--- src/design/tcw_pkg.sv ---
// Shared constants, types and codes of the text console cell writer.
`timescale 1ns / 1ps

package tcw_pkg;

  localparam int COLUMNS = 80;
  localparam int ROWS    = 25;
  localparam int CELLS   = COLUMNS * ROWS;
  localparam int CELL_W  = $clog2(CELLS);
  localparam int COORD_W = 8;
  localparam int BYTE_W  = 8;
  localparam int WORD_W  = 2 * BYTE_W;

  localparam logic [BYTE_W-1:0] CHAR_NEWLINE   = 8'h0A;
  localparam logic [BYTE_W-1:0] CHAR_BACKSPACE = 8'h08;
  localparam logic [BYTE_W-1:0] CHAR_ERROR     = 8'h45;
  localparam logic [BYTE_W-1:0] CHAR_SPACE     = 8'h20;

  localparam logic [BYTE_W-1:0] NORMAL_COLOR_RESET = 8'd15;
  localparam logic [BYTE_W-1:0] ERROR_COLOR_RESET  = 8'd79;

  typedef logic [CELL_W-1:0]  cell_t;
  typedef logic [COORD_W-1:0] coord_t;

  typedef enum logic [1:0] {
    CMD_PUT   = 2'd0,
    CMD_CLEAR = 2'd1,
    CMD_READ  = 2'd2,
    CMD_NONE  = 2'd3
  } tcw_cmd_t;

  typedef enum logic {
    REG_NORMAL_COLOR = 1'b0,
    REG_ERROR_COLOR  = 1'b1
  } tcw_reg_t;

  typedef enum logic [2:0] {
    ST_INIT,
    ST_IDLE,
    ST_EXEC,
    ST_READ,
    ST_SCROLL,
    ST_DRAIN,
    ST_ZERO,
    ST_CLEAR
  } tcw_state_t;

  // Control of the shared cell index counter.
  typedef struct packed {
    logic  load;
    cell_t start_val;
    logic  step;
    cell_t end_val;
  } tcw_sweep_ctl_t;

endpackage

--- src/design/tcw_sweep.sv ---
// Shared cell index counter that walks the screen store for fills and scrolls.
`timescale 1ns / 1ps

module tcw_sweep (
  input  logic                    clk,
  input  logic                    rst,
  input  tcw_pkg::tcw_sweep_ctl_t ctl,
  output tcw_pkg::cell_t          idx,
  output logic                    at_end
);

  tcw_pkg::cell_t idx_next;

  always_comb begin
    priority if (ctl.load) begin
      idx_next = ctl.start_val;
    end else if (ctl.step) begin
      idx_next = idx + tcw_pkg::CELL_W'(1);
    end else begin
      idx_next = idx;
    end
  end

  assign at_end = (idx == ctl.end_val);

  always_ff @(posedge clk) begin
    if (rst) begin
      idx <= '0;
    end else begin
      idx <= idx_next;
    end
  end

endmodule

--- config.mk ---
export PLATFORM = sky130hd
export DESIGN_NAME = tcw_sweep
export DESIGN_NICKNAME = d
export VERILOG_FILES = /design/src/design/tcw_pkg.sv /design/src/design/tcw_sweep.sv
export SDC_FILE = /design/constraint.sdc
export NUM_CORES = 1
export LEC_CHECK = 0
export ABC_AREA = 1
export BUFFER_PORTS_ARGS = -buffer_cell sky130_fd_sc_hd__buf_2
export CORE_MARGIN = 10
export CORE_UTILIZATION = 45
export CTS_BUF_LIST = sky130_fd_sc_hd__clkbuf_4
export DETAILED_ROUTE_END_ITERATION = 16
export PLACE_DENSITY = 0.77
export SETUP_SLACK_MARGIN = 0.2
export SLEW_MARGIN = 25
export SYNTH_ARGS = -nofsm -noshare
export SYNTH_HDL_FRONTEND = slang
export SYNTH_SLANG_ARGS = --single-unit
--- constraint.sdc ---
create_clock -name clk -period 1.6 [get_ports clk]
set_input_delay 0.16 -clock clk [delete_from_list [all_inputs] [get_ports clk]]
set_output_delay 0.16 -clock clk [all_outputs]
set_load 0.02 [all_outputs]
==> out/results.ini <==
[sta]
hold_violations = 0
worstMarginPinSlew_ns = 0.444
post-route-period-util = 0.959
finalSetupTns_ns = 0
maxSlewViolCount = 0
fin_ws_ns = 0.0657
fin_skew_ns = 0.000538
min_period_ns = 1.53
setup_viol = 0
slew_headroom = 0.704
fmax_ghz = 0.652
rsz0062_at_grt = true

[routing]
drt-initial-drc-count = 43
firstDrtPassIters = 4
routed_wl_um = 2520
postRouteAntennaNets = 0
vias_per_cell = 5.18
drc = 0
wl_per_cell_um = 13.6
vias = 959

[synthesis]
synth_nets = 145
syn_area_um2 = 800
synth_top_area_frac = 0.275
yosysMostFrequentCell = nand2_1
synthCells = 118
yosysWarnings = 0
synth_flop_cell = dfxtp_1
synth-seq-cells = 11
synth-async-reset-ratio = 0
ys_top_cells_by_count = nand2_1 (31), nand3_1 (12), dfxtp_1 (11), inv_1 (11)
synth.avg_cell_area_um2 = 6.78
ys_seq_area_frac = 0.275
yosysTopAreaCell = dfxtp_1
synth-edff-count = 0
netlist-cell-type-count = 23
synthTopCellsByArea = dfxtp_1 (28%), nand2_1 (15%), xor2_1 (8.8%), nand3_1 (7.5%), a22oi_1 (6.6%)

[grt]
grt.total_usage = 0.124
grt_first_pass_wirelength_um = 4130
grt_pass1_vias = 930
grt_max_degree = 13
gr-total-overflow = 0
antenna_found_initial = 0

[min_path]
worstHoldStart = ctl[16]
worstHoldPathCells = 3
whs_endpoint = idx[4]
hp-class = input pin to flip-flop

[cells_and_area]
finalNetCount = 188
top_register = idx
nFillCells = 144
multi_input_comb_area_um2 = 552
area_growth_pct = 38.3
seq_area_um2 = 234
fin_util = 0.648
stdcell_count = 185
largest_reg_flops = 11
reg.largest.list = idx: 11 flops
drive_above_1_share = 0.388
diodes = 0

[clock_network]
cts_buffers = 3
clk_pin_slew_worst_paths_ns = 0.07
cts-root-buf = clkbuf_4
clock_path_buffers = 2
clkSinkCount = 11
h-tree-depth = 1
ctsHoldBuffers = 0
cts_tree = built
clkLatencyLatePin_ns = 0.28

[critical_path]
timing.rr.end = idx[8]
ff2ff_path_depth = 8
worstPathCellList = xor2_1 -> nor3_2 -> nand2_1 -> nor2_1 -> buf_4
arrival_ns = 1.37
crit_type = flip-flop to output pin
cp_top_family = simple AND/OR/NAND/NOR gates
start_kind = flip-flop
worst_setup_path_end_kind = output pin
r2r_slack_ns = 0.29
r2r-start = idx[0]
max_stage_delay_ns = 0.36
crit_path_max_fanout = 7
crit_required_ns = 1.44
crit_slowest_cell = dfxtp_2
crit_buf_inv = 1

[floorplanning]
rows = 15
dieHeight_um = 62.2
ios = 38
core_um2 = 1710
start_util = 0.468
fp.dieW_um = 62.2
die_area_um2 = 3860

[power_and_ir_drop]
combPwrFrac = 0.257
pwr-share-clk = 0.300
seq_power_share = 0.443
internal-power_uw = 491
power_density_nw_per_um2 = 655
swShare = 0.323
switching_power_uw = 234
worst_ir_drop_vdd_uv = 445
p_leak_nw = 0.543

[status]
outcome = completed

[placed_design]
dp_slack_ns = 0.282
dpl.hpwl_um = 1860
portBuffers = 37
gp_congestion = 0.814
dp_cells = 179

[run]
drv_cap = 0

[power groups by stage]
stage,Clock [mW],Sequential (mW),Combinational [mW]
after floorplan,0,0.344,0.0798
after global placement,0,0.326,0.167
after detailed placement,0,0.327,0.170
after CTS,0.219,0.319,0.180
after global routing,0.241,0.325,0.207
final,0.217,0.321,0.186
[stage by stage]
step	power [mW]	instance area [µm²]	hold WS (ns)
finish	0.725	1110	0.154
global route	0.773	1110	0.168
CTS	0.718	1080	0.155
detailed placement	0.496	1020	0.448
global placement	0.494	1020	0.448
floorplan	0.424	800	0.326
[layout make-up]
class | count | area share
sequential | 11 | 0.212
inverter | 12 | 0.0407
timing repair buffer | 40 | 0.193
clock buffer | 4 | 0.0271
tap | 25 | 0.0283
multi-input combinational | 93 | 0.499
[how the worst max path moves through the flow]
stage | start | end | slack [ns] | cells after the start
2_1_floorplan | idx[0] | idx[8] | 0.25 | 6
3_3_place_gp | idx[8] | at_end | 0.29 | 6
3_5_place_dp | idx[0] | idx[8] | 0.28 | 7
4_1_cts | idx[6] | at_end | 0.1 | 5
5_1_grt | idx[8] | at_end | 0.04 | 6
6_report | idx[6] | at_end | 0.07 | 5
[cells by family after synthesis]
| logic type | count (synthesis) | synth area share |
|---|---|---|
| simple gates | 60 | 0.357 |
| compound gates | 20 | 0.155 |
| fa+ha+maj | 1 | 0.0156 |
| xor+xnor | 12 | 0.131 |
| flops | 11 | 0.275 |
| buf+inv | 14 | 0.0657 |
[layout by cell type (no fill, tap or decap), types with 4 or more instances in the layout]
| master | netlist | routed |
|---|---|---|
| inv_1 | 11 | 11 |
| nand2_1 | 31 | 31 |
| dfxtp_2 | 0 | 5 |
| a22oi_1 | 7 | 7 |
| nand3_1 | 12 | 12 |
| nor2_1 | 7 | 7 |
| xor2_1 | 8 | 8 |
| buf_2 | 0 | 36 |
| clkbuf_4 | 0 | 4 |
| dfxtp_1 | 11 | 4 |
| a21oi_1 | 8 | 8 |
[worst min-delay path: stages]
cell     delay [ns]
buf_2          0.10
nand2_1        0.05
a31oi_1        0.07
[repair_timing]
item	4_1_cts	5_1_grt
buffers inserted	1	1
endpoints found under the setup margin	1	2
pin swaps	2	2
resized for setup	10	5
[layer usage]
layer	vias to the layer above	global-route usage	share of wire
met3	2	0.0323	0.064
met5	-	0	0
met2	50	0.215	0.52
met1	433	0.142	0.41
met4	0	0.0429	0.0087
li1	474	-	-
No activity file was read; power rests on OpenSTA's default activity.
